**config.mk**
```make
export PLATFORM = sky130hd
export DESIGN_NAME = modular_exponentiation
export DESIGN_NICKNAME = d
export VERILOG_FILES = /design/src/rtl/modexp_pkg.sv /design/src/rtl/modexp_mulmod.sv /design/src/rtl/modexp_ctrl.sv /design/src/rtl/modular_exponentiation.sv
export SDC_FILE = /design/constraint.sdc
export NUM_CORES = 1
export LEC_CHECK = 0
export BUFFER_PORTS_ARGS = -buffer_cell sky130_fd_sc_hd__clkbuf_2
export CORE_UTILIZATION = 50
export CTS_BUF_LIST = sky130_fd_sc_hd__clkbuf_2
export DETAILED_ROUTE_END_ITERATION = 8
export GPL_ROUTABILITY_DRIVEN = 0
export PLACE_DENSITY = 0.68
export SYNTH_ARGS = -nofsm -noshare
export SYNTH_HDL_FRONTEND = slang
export SYNTH_SLANG_ARGS = --single-unit
```
**constraint.sdc**
```tcl
create_clock -name aclk -period 6.86 [get_ports aclk]
set_input_delay 1.372 -clock aclk [delete_from_list [all_inputs] [get_ports aclk]]
set_output_delay 1.372 -clock aclk [all_outputs]
set_load 0.05 [all_outputs]
```
**src/rtl/modexp_pkg.sv**
```systemverilog
package modexp_pkg;

    // Widths fixed by the stream and configuration fields
    localparam int FIELD_W   = 16;
    localparam int CFG_IDX_W = 2;

    // Configuration register indexes
    localparam logic [CFG_IDX_W-1:0] REG_MODULUS = 2'd0;
    localparam logic [CFG_IDX_W-1:0] REG_POWER   = 2'd1;

    // Reset values of the configuration registers
    localparam logic [FIELD_W-1:0] MODULUS_RESET = 16'd2;
    localparam logic [FIELD_W-1:0] POWER_RESET   = 16'd1;

    // Smallest modulus used; anything below is taken as this
    localparam int MIN_MODULUS = 2;

    typedef enum logic [2:0] {
        ST_IDLE,
        ST_RED_KICK,
        ST_RED_WAIT,
        ST_BIT_SEL,
        ST_MUL_WAIT,
        ST_SQR_KICK,
        ST_SQR_WAIT,
        ST_HOLD
    } state_t;

endpackage

```
**src/rtl/modexp_mulmod.sv**
```systemverilog
// Interleaved modular multiplier: multiplier operand scanned MSB first,
// one bit per cycle. Operand a and the running sum stay below m.
module modexp_mulmod #(
    parameter int W = 16
) (
    input  logic         aclk,
    input  logic         aresetn,
    input  logic         start,
    input  logic [W-1:0] op_a,
    input  logic [W-1:0] op_b,
    input  logic [W-1:0] modulus,
    output logic         done,
    output logic [W-1:0] result
);

    localparam int CW = $clog2(W + 1);

    logic [W-1:0]  acc_reg, acc_next;
    logic [W-1:0]  a_reg;
    logic [W-1:0]  b_reg;
    logic [CW-1:0] cnt_reg;
    logic          busy_reg;
    logic          done_reg;

    logic [W+1:0]  sum;
    logic [W+1:0]  red1;
    logic [W+1:0]  red2;
    logic [W+1:0]  mod_ext;

    always_comb begin
        mod_ext = {2'b00, modulus};
        // 2*acc + a < 3m, so two conditional subtractions suffice
        sum  = {1'b0, acc_reg, 1'b0} + (b_reg[W-1] ? {2'b00, a_reg} : '0);
        red1 = (sum >= mod_ext) ? sum - mod_ext : sum;
        red2 = (red1 >= mod_ext) ? red1 - mod_ext : red1;
        acc_next = red2[W-1:0];
    end

    always_ff @(posedge aclk) begin
        if (!aresetn) begin
            busy_reg <= 1'b0;
            done_reg <= 1'b0;
            cnt_reg  <= '0;
        end else begin
            done_reg <= 1'b0;
            if (start) begin
                busy_reg <= 1'b1;
                cnt_reg  <= CW'(W);
            end else if (busy_reg) begin
                cnt_reg <= cnt_reg - 1'b1;
                if (cnt_reg == CW'(1)) begin
                    busy_reg <= 1'b0;
                    done_reg <= 1'b1;
                end
            end
        end
    end

    always_ff @(posedge aclk) begin
        if (start) begin
            acc_reg <= '0;
            a_reg   <= op_a;
            b_reg   <= op_b;
        end else if (busy_reg) begin
            acc_reg <= acc_next;
            b_reg   <= {b_reg[W-2:0], 1'b0};
        end
    end

    assign done   = done_reg;
    assign result = acc_reg;

endmodule

```
**src/rtl/modexp_ctrl.sv**
```systemverilog
// Square-and-multiply sequencer, exponent scanned LSB first.
module modexp_ctrl #(
    parameter int W = 16
) (
    input  logic         aclk,
    input  logic         aresetn,
    input  logic         in_valid,
    output logic         in_ready,
    input  logic [W-1:0] in_base,
    input  logic [W-1:0] in_power,
    output logic         mul_start,
    output logic [W-1:0] mul_a,
    output logic [W-1:0] mul_b,
    input  logic         mul_done,
    input  logic [W-1:0] mul_res,
    output logic         res_valid,
    input  logic         res_ready,
    output logic [W-1:0] res_value
);

    localparam int CW = $clog2(W + 1);

    modexp_pkg::state_t state_reg, state_next;

    logic [W-1:0]  base_reg;
    logic [W-1:0]  exp_reg;
    logic [W-1:0]  acc_reg;
    logic [W-1:0]  sq_reg;
    logic [CW-1:0] bit_cnt_reg;

    always_comb begin
        state_next = state_reg;
        case (state_reg)
            modexp_pkg::ST_IDLE: begin
                if (in_valid) state_next = modexp_pkg::ST_RED_KICK;
            end
            modexp_pkg::ST_RED_KICK: state_next = modexp_pkg::ST_RED_WAIT;
            modexp_pkg::ST_RED_WAIT: begin
                if (mul_done) state_next = modexp_pkg::ST_BIT_SEL;
            end
            modexp_pkg::ST_BIT_SEL: begin
                state_next = exp_reg[0] ? modexp_pkg::ST_MUL_WAIT : modexp_pkg::ST_SQR_WAIT;
            end
            modexp_pkg::ST_MUL_WAIT: begin
                if (mul_done) state_next = modexp_pkg::ST_SQR_KICK;
            end
            modexp_pkg::ST_SQR_KICK: state_next = modexp_pkg::ST_SQR_WAIT;
            modexp_pkg::ST_SQR_WAIT: begin
                if (mul_done) begin
                    state_next = (bit_cnt_reg == CW'(1)) ? modexp_pkg::ST_HOLD
                                                         : modexp_pkg::ST_BIT_SEL;
                end
            end
            modexp_pkg::ST_HOLD: begin
                if (res_ready) state_next = modexp_pkg::ST_IDLE;
            end
            default: state_next = modexp_pkg::ST_IDLE;
        endcase
    end

    always_comb begin
        in_ready  = 1'b0;
        mul_start = 1'b0;
        mul_a     = sq_reg;
        mul_b     = sq_reg;
        res_valid = 1'b0;
        case (state_reg)
            modexp_pkg::ST_IDLE: in_ready = 1'b1;
            modexp_pkg::ST_RED_KICK: begin
                // base * 1 mod m reduces the base
                mul_start = 1'b1;
                mul_a     = W'(1);
                mul_b     = base_reg;
            end
            modexp_pkg::ST_BIT_SEL: begin
                mul_start = 1'b1;
                mul_a     = exp_reg[0] ? acc_reg : sq_reg;
            end
            modexp_pkg::ST_SQR_KICK: mul_start = 1'b1;
            modexp_pkg::ST_HOLD:     res_valid = 1'b1;
            default: ;
        endcase
    end

    always_ff @(posedge aclk) begin
        if (!aresetn) begin
            state_reg   <= modexp_pkg::ST_IDLE;
            bit_cnt_reg <= '0;
        end else begin
            state_reg <= state_next;
            if (state_reg == modexp_pkg::ST_IDLE && in_valid) begin
                bit_cnt_reg <= CW'(W);
            end else if (state_reg == modexp_pkg::ST_SQR_WAIT && mul_done) begin
                bit_cnt_reg <= bit_cnt_reg - 1'b1;
            end
        end
    end

    always_ff @(posedge aclk) begin
        case (state_reg)
            modexp_pkg::ST_IDLE: begin
                if (in_valid) begin
                    base_reg <= in_base;
                    exp_reg  <= in_power;
                end
            end
            modexp_pkg::ST_RED_WAIT: begin
                if (mul_done) begin
                    sq_reg  <= mul_res;
                    acc_reg <= W'(1);
                end
            end
            modexp_pkg::ST_MUL_WAIT: begin
                if (mul_done) acc_reg <= mul_res;
            end
            modexp_pkg::ST_SQR_WAIT: begin
                if (mul_done) begin
                    sq_reg  <= mul_res;
                    exp_reg <= {1'b0, exp_reg[W-1:1]};
                end
            end
            default: ;
        endcase
    end

    assign res_value = acc_reg;

endmodule

```
**src/rtl/modular_exponentiation.sv**
```systemverilog
// One bit-serial modular multiplier does all the products: two per exponent bit
// when the bit is set, one otherwise, plus one product to reduce the base.
// Flow: one item at a time; the next is taken once the result is in the output
// register.
// Reset: aresetn synchronous, active low; modulus returns to 2, power to 1.
module modular_exponentiation #(
    parameter int OPERAND_WIDTH = 16
) (
    input  logic                                aclk,
    input  logic                                aresetn,
    input  logic                                s_tvalid,
    output logic                                s_tready,
    input  logic [modexp_pkg::FIELD_W-1:0]      s_tdata,   // [15:0] base_value
    output logic                                m_tvalid,
    input  logic                                m_tready,
    output logic [modexp_pkg::FIELD_W-1:0]      m_tdata,   // [15:0] power_result
    input  logic                                cfg_valid,
    output logic                                cfg_ready,
    input  logic [modexp_pkg::CFG_IDX_W-1:0]    cfg_index,
    input  logic [modexp_pkg::FIELD_W-1:0]      cfg_data
);

    localparam int W = OPERAND_WIDTH;

    logic [modexp_pkg::FIELD_W-1:0] modulus_reg;
    logic [modexp_pkg::FIELD_W-1:0] power_reg;
    logic                           out_valid_reg;
    logic [modexp_pkg::FIELD_W-1:0] out_data_reg;

    logic [31:0]  mod_ext, pow_ext, base_ext, res_ext;
    logic [W-1:0] mod_w, mod_eff, pow_w, base_w;

    logic         mul_start, mul_done;
    logic [W-1:0] mul_a, mul_b, mul_res;
    logic         res_valid, res_ready;
    logic [W-1:0] res_value;

    assign cfg_ready = 1'b1;

    always_ff @(posedge aclk) begin
        if (!aresetn) begin
            modulus_reg <= modexp_pkg::MODULUS_RESET;
            power_reg   <= modexp_pkg::POWER_RESET;
        end else if (cfg_valid) begin
            case (cfg_index)
                modexp_pkg::REG_MODULUS: modulus_reg <= cfg_data;
                modexp_pkg::REG_POWER:   power_reg   <= cfg_data;
                default: ;
            endcase
        end
    end

    always_comb begin
        mod_ext  = {{(32 - modexp_pkg::FIELD_W){1'b0}}, modulus_reg};
        pow_ext  = {{(32 - modexp_pkg::FIELD_W){1'b0}}, power_reg};
        base_ext = {{(32 - modexp_pkg::FIELD_W){1'b0}}, s_tdata};
        mod_w    = mod_ext[W-1:0];
        pow_w    = pow_ext[W-1:0];
        base_w   = base_ext[W-1:0];
        mod_eff  = (mod_w < W'(modexp_pkg::MIN_MODULUS)) ? W'(modexp_pkg::MIN_MODULUS) : mod_w;
        res_ext  = 32'(res_value);
    end

    modexp_ctrl #(.W(W)) u_ctrl (
        .aclk      (aclk),
        .aresetn   (aresetn),
        .in_valid  (s_tvalid),
        .in_ready  (s_tready),
        .in_base   (base_w),
        .in_power  (pow_w),
        .mul_start (mul_start),
        .mul_a     (mul_a),
        .mul_b     (mul_b),
        .mul_done  (mul_done),
        .mul_res   (mul_res),
        .res_valid (res_valid),
        .res_ready (res_ready),
        .res_value (res_value)
    );

    modexp_mulmod #(.W(W)) u_mulmod (
        .aclk    (aclk),
        .aresetn (aresetn),
        .start   (mul_start),
        .op_a    (mul_a),
        .op_b    (mul_b),
        .modulus (mod_eff),
        .done    (mul_done),
        .result  (mul_res)
    );

    // Output register frees the sequencer while the result waits
    assign res_ready = !out_valid_reg || m_tready;

    always_ff @(posedge aclk) begin
        if (!aresetn) begin
            out_valid_reg <= 1'b0;
        end else if (res_valid && res_ready) begin
            out_valid_reg <= 1'b1;
        end else if (m_tready) begin
            out_valid_reg <= 1'b0;
        end
    end

    always_ff @(posedge aclk) begin
        if (res_valid && res_ready) out_data_reg <= res_ext[modexp_pkg::FIELD_W-1:0];
    end

    assign m_tvalid = out_valid_reg;
    assign m_tdata  = out_data_reg;

endmodule

```
# After elaboration in Yosys (flattened, before gate mapping)
# Index checks and enable logic that the tools add are counted.
[word_totals]
reg_bits = 176
input_bits = 39
out_inout_bits = 19
word_cells = 103
[classes]
n_addsub = 5
n_lt_le_gt_ge = 3
eq_ne = 15
n_mux = 36
bitwise = 2
n_reduce_logical = 24
[ops]
columns = ["cell", "n"]
rows = [
  ["16-bit 2-to-1 mux", 11],
  ["16-bit one-hot mux with 2 select lines", 3],
  ["18-bit by 16-bit greater-or-equal comparator with 1-bit output", 2],
  ["3-bit one-hot mux with 8 select lines", 1],
  ["5-bit 2-to-1 mux", 4],
  ["17-bit by 18-bit adder with 18-bit output", 1],
  ["18-bit 2-to-1 mux", 1],
  ["3-bit 2-to-1 mux", 6],
  ["18-bit by 16-bit subtractor with 18-bit output", 1],
  ["16-bit by 2-bit less-than comparator with 1-bit output, second input constant", 1],
  ["16-bit subtractor", 1],
  ["3-bit equality test, second input constant", 4],
  ["5-bit by 1-bit equality test with 1-bit output, second input constant", 2],
  ["2-bit nonzero test", 5],
  ["5-bit by 1-bit subtractor with 5-bit output, second input constant", 2],
  ["1-bit 2-to-1 mux", 9],
  ["2-bit AND reduction", 4],
  ["3-bit by 2-bit equality test with 1-bit output, second input constant", 2],
  ["2-bit by 1-bit inequality test with 1-bit output, second input constant", 3],
  ["3-bit AND reduction", 2],
  ["2-bit OR reduction", 3],
  ["3-bit OR reduction", 2],
  ["5-bit AND reduction", 1],
  ["2-bit inequality test, second input constant", 2],
  ["other kinds (9)", 12],
]

# Longest topological paths before layout
# Gate-level depths: netlist of run 1.
[logic_depth]
depth_word = 6
depth_mapped = 33
ltp_nobuf = 31

# By module
# From an unflattened synthesis of run 1, not the netlist that was laid out.
[unflattened]
cells_unflattened = 918
hier_area_um2 = 9803.2
[modules_own_cells]
columns = ["module", "instances", "cells_per_inst", "area_each_um2", "seq_area_each_um2"]
rows = [
  ["modexp_mulmod", 1, 527, 4813.4, 1421.4],
  ["modexp_ctrl", 1, 206, 3123.0, 2082.0],
  ["modular_exponentiation", 1, 185, 1866.8, 1141.1],
]

# Worst setup path before layout of run 1
# No wires, ideal clock.
[synth_timing]
path_type = "register -> register"
start = "register u_mulmod.b_reg[15]"
end = "register u_mulmod.acc_reg[0] (netlist: u_mulmod.result[0])"
setup_ps = 95
arrival_time_ps = 6035
required_ps = 6765
slack_ps = 729
stages_incl_launch_ff = 30
path_buffers = 4
synth_period_minus_slack_ps = 6131
path_cell_list = "edfxtp_1 > clkbuf_1 > and2_1 > ha_1 > a21o_1 > a21o_1 > a2111oi_1 > o31ai_1 > a21oi_1 > xnor2_1 > ha_1 > a21o_1 > a21o_1 > a21oi_1 > o31ai_4 > nand3b_4 > or2_1 > buf_6 > buf_12 > mux2_4 > ha_1 > nand4_1 > o211ai_2 > o221ai_1 > nor2b_1 > o21ai_1 > and2_1 > buf_2 > a2111o_1 > o311ai_1"
[synth_between]
elab_chain_len = 6
elab_cells_between_ends = 8
classes_between = "add/sub (3); order compare (2); mux (3)"
[synth_rtl]
columns = ["item", "line", "text"]
rows = [
  ["start: declaration", "modexp_mulmod.sv:20", "logic [W-1:0] b_reg;"],
  ["start signal: assignment", "modexp_mulmod.sv:63", "b_reg <= op_b;"],
  ["start signal: assignment", "modexp_mulmod.sv:66", "b_reg <= {b_reg[W-2:0], 1'b0};"],
  ["16-bit 2-to-1 mux (*)", "modexp_mulmod.sv:33", "sum = {1'b0, acc_reg, 1'b0} + (b_reg[W-1] ? {2'b00, a_reg} : '0);"],
  ["17-bit by 18-bit adder with 18-bit output (*)", "modexp_mulmod.sv:33", ""],
  ["18-bit by 16-bit subtractor with 18-bit output / 18-bit by 16-bit greater-or-equal comparator with 1-bit output (equally long branches)", "modexp_mulmod.sv:34", "red1 = (sum >= mod_ext) ? sum - mod_ext : sum;"],
  ["18-bit 2-to-1 mux (*)", "modexp_mulmod.sv:34", ""],
  ["16-bit subtractor / 18-bit by 16-bit greater-or-equal comparator with 1-bit output (equally long branches)", "modexp_mulmod.sv:35", "red2 = (red1 >= mod_ext) ? red1 - mod_ext : red1;"],
  ["16-bit 2-to-1 mux (*)", "modexp_mulmod.sv:35", ""],
  ["end signal: assignment", "modexp_mulmod.sv:65", "acc_reg <= acc_next;"],
  ["end: declaration", "modexp_mulmod.sv:18", "logic [W-1:0] acc_reg, acc_next;"],
]
# Mark *: on every way between the ends. The rest lies on a longest branch, timed or not.
# A chain may end at the register's enable or synchronous reset.

# Worst setup path after layout of run 1
[layout_timing]
start = "register u_mulmod.b_reg[15]"
end = "register u_mulmod.acc_reg[15] (netlist: u_mulmod.result[15])"
# The elaborated chain is that of the path after synthesis.

==> results.sh, run 1 <==
export IMPL_core_region_area_um2=19500
export IMPL_ys_types=78
export IMPL_ys_warn_count=0
export IMPL_clk_pin_slew_ps=280
export IMPL_io_buffers=56
export IMPL_drt_iter0_drc=609
export IMPL_grt_pass1_vias=6786
export IMPL_cp_depth=27
export IMPL_p_leak_nw=4.22
export IMPL_avgRoutedWirePerCell_um=16.4
export IMPL_fp_dieH_um=143
export IMPL_drv_slew=0
export IMPL_clock_latency_ps=750
export IMPL_ys_flop_type="edfxtp_1"
export IMPL_postCtsHoldBufs=0
export IMPL_cp_top_family="compound AO/OA/AOI/OAI gates"
export IMPL_grt_pass1_wl_um=35300
export IMPL_grt_max_degree=53
export IMPL_clock_root_buffer="clkbuf_2"
export IMPL_final_common_cell="nand2_1"
export IMPL_seq_area_frac_synth=0.468
export IMPL_route_met2_wl_um=10500
export IMPL_rsz0062_at_grt="no"
export IMPL_outcome="finished clean"
export IMPL_postRouteAntennaNets=0
export IMPL_hp_class="register to register"
export IMPL_hpwl_um=16600
export IMPL_final_cell_mix="nand2_1 (177), edfxtp_1 (112), o21ai_0 (84)"
export IMPL_initial_core_util=0.510
export IMPL_pwr_share_seq=0.217
export IMPL_startpoint_type="register"
export IMPL_cts_tree="done"
export IMPL_worst_path_buf_inv=1
export IMPL_die_w_um=143
export IMPL_clock_skew_ps=56.2
export IMPL_rrSetupSlack_ps=400
export IMPL_syn_nets=1129
export IMPL_dr_pass1_iters=5
export IMPL_clock_path_buffers=2
export IMPL_p_switching_mw=2.79
export IMPL_tns_ps=0
export IMPL_hold_viol_final=0
export IMPL_worstPathArrival_ps=7150
export IMPL_p_sw_frac=0.462
export IMPL_cts_sinks=176
export IMPL_cp_slowest_cell="edfxtp_1"
export IMPL_drv_cap=0
export IMPL_h_tree_depth=4
export IMPL_crit_type="register to register"
export IMPL_drc=0
export IMPL_path_common_cell="a21o_1"
export IMPL_wirelength_met1_um=10700
export IMPL_synth_area_um2=9920
export IMPL_rows=51
export IMPL_grt_ovfl_total=0
export IMPL_p_int_mw=3.24
export IMPL_design_die_area_um2=20400
export IMPL_nNetsFinal=1185
export IMPL_min_path_cells=0
export IMPL_slew_headroom=0.216
export IMPL_period_minus_slack_ps=6460
export IMPL_met3RoutedLength_um=1090
export IMPL_tightest_slew_ps=1170
export IMPL_via_per_inst=5.52
export IMPL_cts_buffers=17
export IMPL_layout_drive_gt1_share=0.135
export IMPL_grt_usage=0.225
export IMPL_max_freq_mhz=155
export IMPL_crit_required_ps=7550
export IMPL_top_layer_used="met4"
export IMPL_finalWirelength_um=22600
export IMPL_ys_ff_latch=176
export IMPL_clkPwrFrac=0.093
export IMPL_period_share=0.942
export IMPL_synth_edf_count=112
export IMPL_max_stage_delay_ps=480
export IMPL_setup_viol=0
export IMPL_power_frac_comb=0.690
export IMPL_path_max_fanout=12
export IMPL_r2r_cells=27
export IMPL_final_area_um2=10800
export IMPL_p_per_area_nw_per_um2=556
export IMPL_ir_drop_mv=0.369
export IMPL_grt_antenna_before_repair=1
export IMPL_netlist_instances=1036
export IMPL_placed_cell_area_um2=10500
export IMPL_avgSynthCellArea_um2=9.58
export IMPL_synthArstFlopShare=0
export IMPL_crit_path_end_kind="register"
export IMPL_dr_total_vias=7569
export IMPL_ioPinCount=58
export IMPL_syn_to_final_growth_pct=9.13
## cells in the mapped netlist, types with 9 or more instances
cell      instances  area share
a211oi_1          9      0.0068
a21boi_0         34       0.026
a21o_1           17       0.013
a21oi_1          34       0.017
a31oi_1          15      0.0095
and2_1           35       0.022
clkbuf_1         35       0.013
dfxtp_1          64        0.13
edfxtp_1        112        0.34
ha_1             51       0.064
inv_1            52       0.020
mux2i_1          16       0.016
nand2_1         177       0.067
nand2b_1         12      0.0076
nand3_1          50       0.025
nor2_1           43       0.016
nor3_1           14      0.0071
nor4_1            9      0.0057
o21ai_0          84       0.042
xnor2_1          32       0.028
xor2_1           13       0.011
## logic make-up after synthesis
logic type / synth area share
flip-flops: 0.468
other: 0.000378
multiplexers: 0.0328
XOR/XNOR: 0.0397
AND/OR/NAND/NOR: 0.180
buffers and inverters: 0.0398
adder cells (fa/ha/maj): 0.0703
AO/OA/AOI/OAI: 0.169
## power by group through the flow
stage | Clock, mW | Combinational [mW] | Sequential, mW
final | 0.557 | 4.16 | 1.31
after floorplan | 0 | 3.06 | 1.29
after CTS | 0.571 | 4.02 | 1.31
after global routing | 0.613 | 4.49 | 1.32
after detailed placement | 0 | 4.00 | 1.33
after global placement | 0 | 3.98 | 1.33
## final cells by class
type / instances / area [µm²]
antenna: 2 / 5.00
clock buffer: 19 / 95.1
clock inverter: 13 / 156
fill: 1749 / 8630
inverter: 53 / 199
multi-input combinational: 764 / 4910
sequential: 176 / 4640
tap: 265 / 332
timing repair buffer: 80 / 485
## stage by stage
| step | instances | hold slack, ps | util | power, mW | setup WS [ps] |
|---|---|---|---|---|---|
| 5_1_grt | 1372 | 479 | 0.556 | 6.42 | 2.28 |
| 4_1_cts | 1367 | 457 | 0.554 | 5.90 | 115 |
| 6_report | 1372 | 460 | 0.556 | 6.02 | 401 |
| 2_1_floorplan | 1036 | 426 | - | 4.35 | 729 |
| 3_5_place_dp | 1335 | 436 | 0.541 | 5.33 | 167 |
| 3_3_place_gp | 1335 | 433 | 0.541 | 5.31 | 338 |
## timing repair
action	in CTS	in global routing
buffers inserted	0	3
setup endpoints to repair	0	16
gates resized for setup	0	7
## path summary, 6_finish.rpt
check,from,endpoint
setup / recovery,u_mulmod.b_reg[15],u_mulmod.result[15]
hold / removal,u_ctrl.res_value[8],m_tdata[8]
setup reg to reg,u_mulmod.b_reg[15],u_mulmod.result[15]
hold reg to reg,u_ctrl.res_value[8],m_tdata[8]
## worst register-to-register path: stages, from the launching register on
cell,delay (ps)
edfxtp_1,480
buf_4,170
and2_1,130
ha_1,280
a21o_1,220
a21o_1,210
a2111oi_2,390
o31ai_1,120
a21oi_1,180
xnor2_1,160
ha_1,280
a21o_1,220
a21o_1,200
a21oi_2,190
o31ai_4,110
nand3b_4,190
or2_2,440
mux2_4,350
ha_1,360
a21o_1,210
a21oi_1,190
nand4b_1,160
a31oi_1,390
o2111ai_1,200
a21oi_1,210
xnor2_1,130
o21ai_0,100
a31oi_1,160
## per-layer routing
| layer | track usage | vias to the layer above |
|---|---|---|
| met1 | 0.309 | 3534 |
| met2 | 0.367 | 203 |
| met5 | 0 | - |
| met4 | 0.0566 | 0 |
| met3 | 0.0399 | 18 |
| li1 | - | 3814 |
Power figures use the tool's default switching activity.
==> run 2, diff against run 1 <==
--- a/config.mk
+++ b/config.mk
@@ -7,3 +7,2 @@
 export LEC_CHECK = 0
-export BUFFER_PORTS_ARGS = -buffer_cell sky130_fd_sc_hd__clkbuf_2
 export CORE_UTILIZATION = 50
@@ -11,4 +10,5 @@
 export DETAILED_ROUTE_END_ITERATION = 8
+export DONT_BUFFER_PORTS = 1
 export GPL_ROUTABILITY_DRIVEN = 0
-export PLACE_DENSITY = 0.68
+export PLACE_DENSITY = 0.76
 export SYNTH_ARGS = -nofsm -noshare
==> constraint.sdc (replaced) <==
create_clock -name aclk -period 6.86 [get_ports aclk]
set_input_delay 1.029 -clock aclk [delete_from_list [all_inputs] [get_ports aclk]]
set_output_delay 1.029 -clock aclk [all_outputs]
set_load 0.05 [all_outputs]
==> run 2 against run 1 <==
Against the previous run: global-route usage increased by 0.20 points; die area unchanged; maximum frequency increased by 0.38%; critical path depth increased by 1; cell count decreased by 4.2%.
==> results.sh, run 2 (same netlist as run 1, synthesis figures left out) <==
export IMPL_ioPinCount=58
export IMPL_die_w_um=143
export IMPL_crit_type="register to register"
export IMPL_clock_root_buffer="clkbuf_2"
export IMPL_fin_util=0.548
export IMPL_rsz0062_at_grt="no"
export IMPL_tightest_slew_ps=1150
export IMPL_fp_dieH_um=143
export IMPL_design_die_area_um2=20400
export IMPL_path_common_cell="a21o_1"
export IMPL_tns_ps=0
export IMPL_cts_tree="done"
export IMPL_finalWirelength_um=22300
export IMPL_grt_pass1_vias=6998
export IMPL_max_freq_mhz=155
export IMPL_final_common_cell="nand2_1"
export IMPL_worstPathArrival_ps=7130
export IMPL_layout_drive_gt1_share=0.0972
export IMPL_h_tree_depth=4
export IMPL_outcome="finished clean"
export IMPL_cp_slowest_cell="edfxtp_1"
export IMPL_dr_total_vias=7551
export IMPL_drv_cap=0
export IMPL_clock_path_buffers=2
export IMPL_final_cell_mix="nand2_1 (177), edfxtp_1 (112), o21ai_0 (84)"
export IMPL_setup_viol=0
export IMPL_crit_required_ps=7560
export IMPL_nNetsFinal=1129
export IMPL_clock_latency_ps=780
export IMPL_fillers=1729
export IMPL_initial_core_util=0.510
export IMPL_hold_viol_final=0
export IMPL_clock_skew_ps=33.6
export IMPL_crit_path_end_kind="register"
export IMPL_grt_usage=0.227
export IMPL_core_region_area_um2=19500
export IMPL_max_stage_delay_ps=530
export IMPL_placed_cell_area_um2=10200
export IMPL_grt_ovfl_total=0
export IMPL_slew_headroom=0.229
export IMPL_drv_slew=0
export IMPL_grt_pass1_wl_um=35800
export IMPL_grt_antenna_before_repair=0
export IMPL_diodes=0
export IMPL_period_minus_slack_ps=6430
export IMPL_path_max_fanout=17
export IMPL_cts_sinks=176
export IMPL_startpoint_type="register"
export IMPL_dr_pass1_iters=6
export IMPL_drt_iter0_drc=584
export IMPL_period_share=0.938
export IMPL_hp_class="input pin to register"
export IMPL_clk_pin_slew_ps=270
export IMPL_cts_buffers=17
export IMPL_avgRoutedWirePerCell_um=17.0
export IMPL_hpwl_um=16500
export IMPL_via_per_inst=5.75
export IMPL_rows=51
export IMPL_postRouteAntennaNets=0
export IMPL_grt_max_degree=53
export IMPL_drc=0
export IMPL_final_area_um2=10700
export IMPL_syn_to_final_growth_pct=7.45
export IMPL_io_buffers=0
run 2: changes by cell type in the layout (fill, tap and decap cells not counted), sizes merged:
cell / delta
bufinv: +2
clkbuf: -58
clkinv: -1
clkinvlp: -2
diode: -2
inv: +3
run 2: area by class of cell:
cell class | instances | area, µm² | share of cell area
clock buffers | 17 | 85.1 | 0.00798
flip-flops and latches | 176 | 4640 | 0.436
clock inverters | 15 | 223 | 0.0209
multi-input cells | 764 | 4990 | 0.468
inverters | 53 | 199 | 0.0187
well taps | 265 | 332 | 0.0311
repair buffers | 24 | 193 | 0.0181
run 2: final timing paths:
kind                                          start                 end  slack, ps  cells past startpoint
worst min-delay path                     s_tdata[3]  u_ctrl.base_reg[3]        320                      0
worst min register to register  u_ctrl.res_value[9]          m_tdata[9]        460                      0
worst max register to register   u_mulmod.b_reg[15]  u_mulmod.result[0]        430                     28
worst max-delay path             u_mulmod.b_reg[15]  u_mulmod.result[0]        430                     28
run 2: critical path, delay by kind of cell (launching register included):
kind	cells	cell delay (ps)
buf+inv	3	560
simple gates	9	1420
compound gates	11	2420
mux	1	340
xor+xnor	1	150
fa+ha+maj	3	900
flops	1	530
run 2: stage by stage:
step	setup slack, ps	std cells	hold slack [ps]
6_report	425	1314	324
5_1_grt	44.6	1314	249
4_1_cts	126	1311	272
3_5_place_dp	188	1279	439
3_3_place_gp	380	1279	434
2_1_floorplan	729	1036	426
run 2: what timing repair did:
item,CTS,global route
endpoints found under the setup margin,0,16
hold buffers,0,0
buffers inserted,0,3
gates resized for setup,0,18
run 2: routing by layer:
| layer | track usage | vias to the layer above | part of all wire |
|---|---|---|---|
| li1 | - | 3702 | - |
| met1 | 0.315 | 3567 | 0.47 |
| met2 | 0.350 | 242 | 0.45 |
| met3 | 0.0469 | 40 | 0.056 |
| met4 | 0.0821 | 0 | 0.022 |
| met5 | 0 | - | 0 |
Power of run 2 is left out: the tool's default activity adds up to more than one toggle a clock period on the data nets, which glitch-free logic cannot reach.
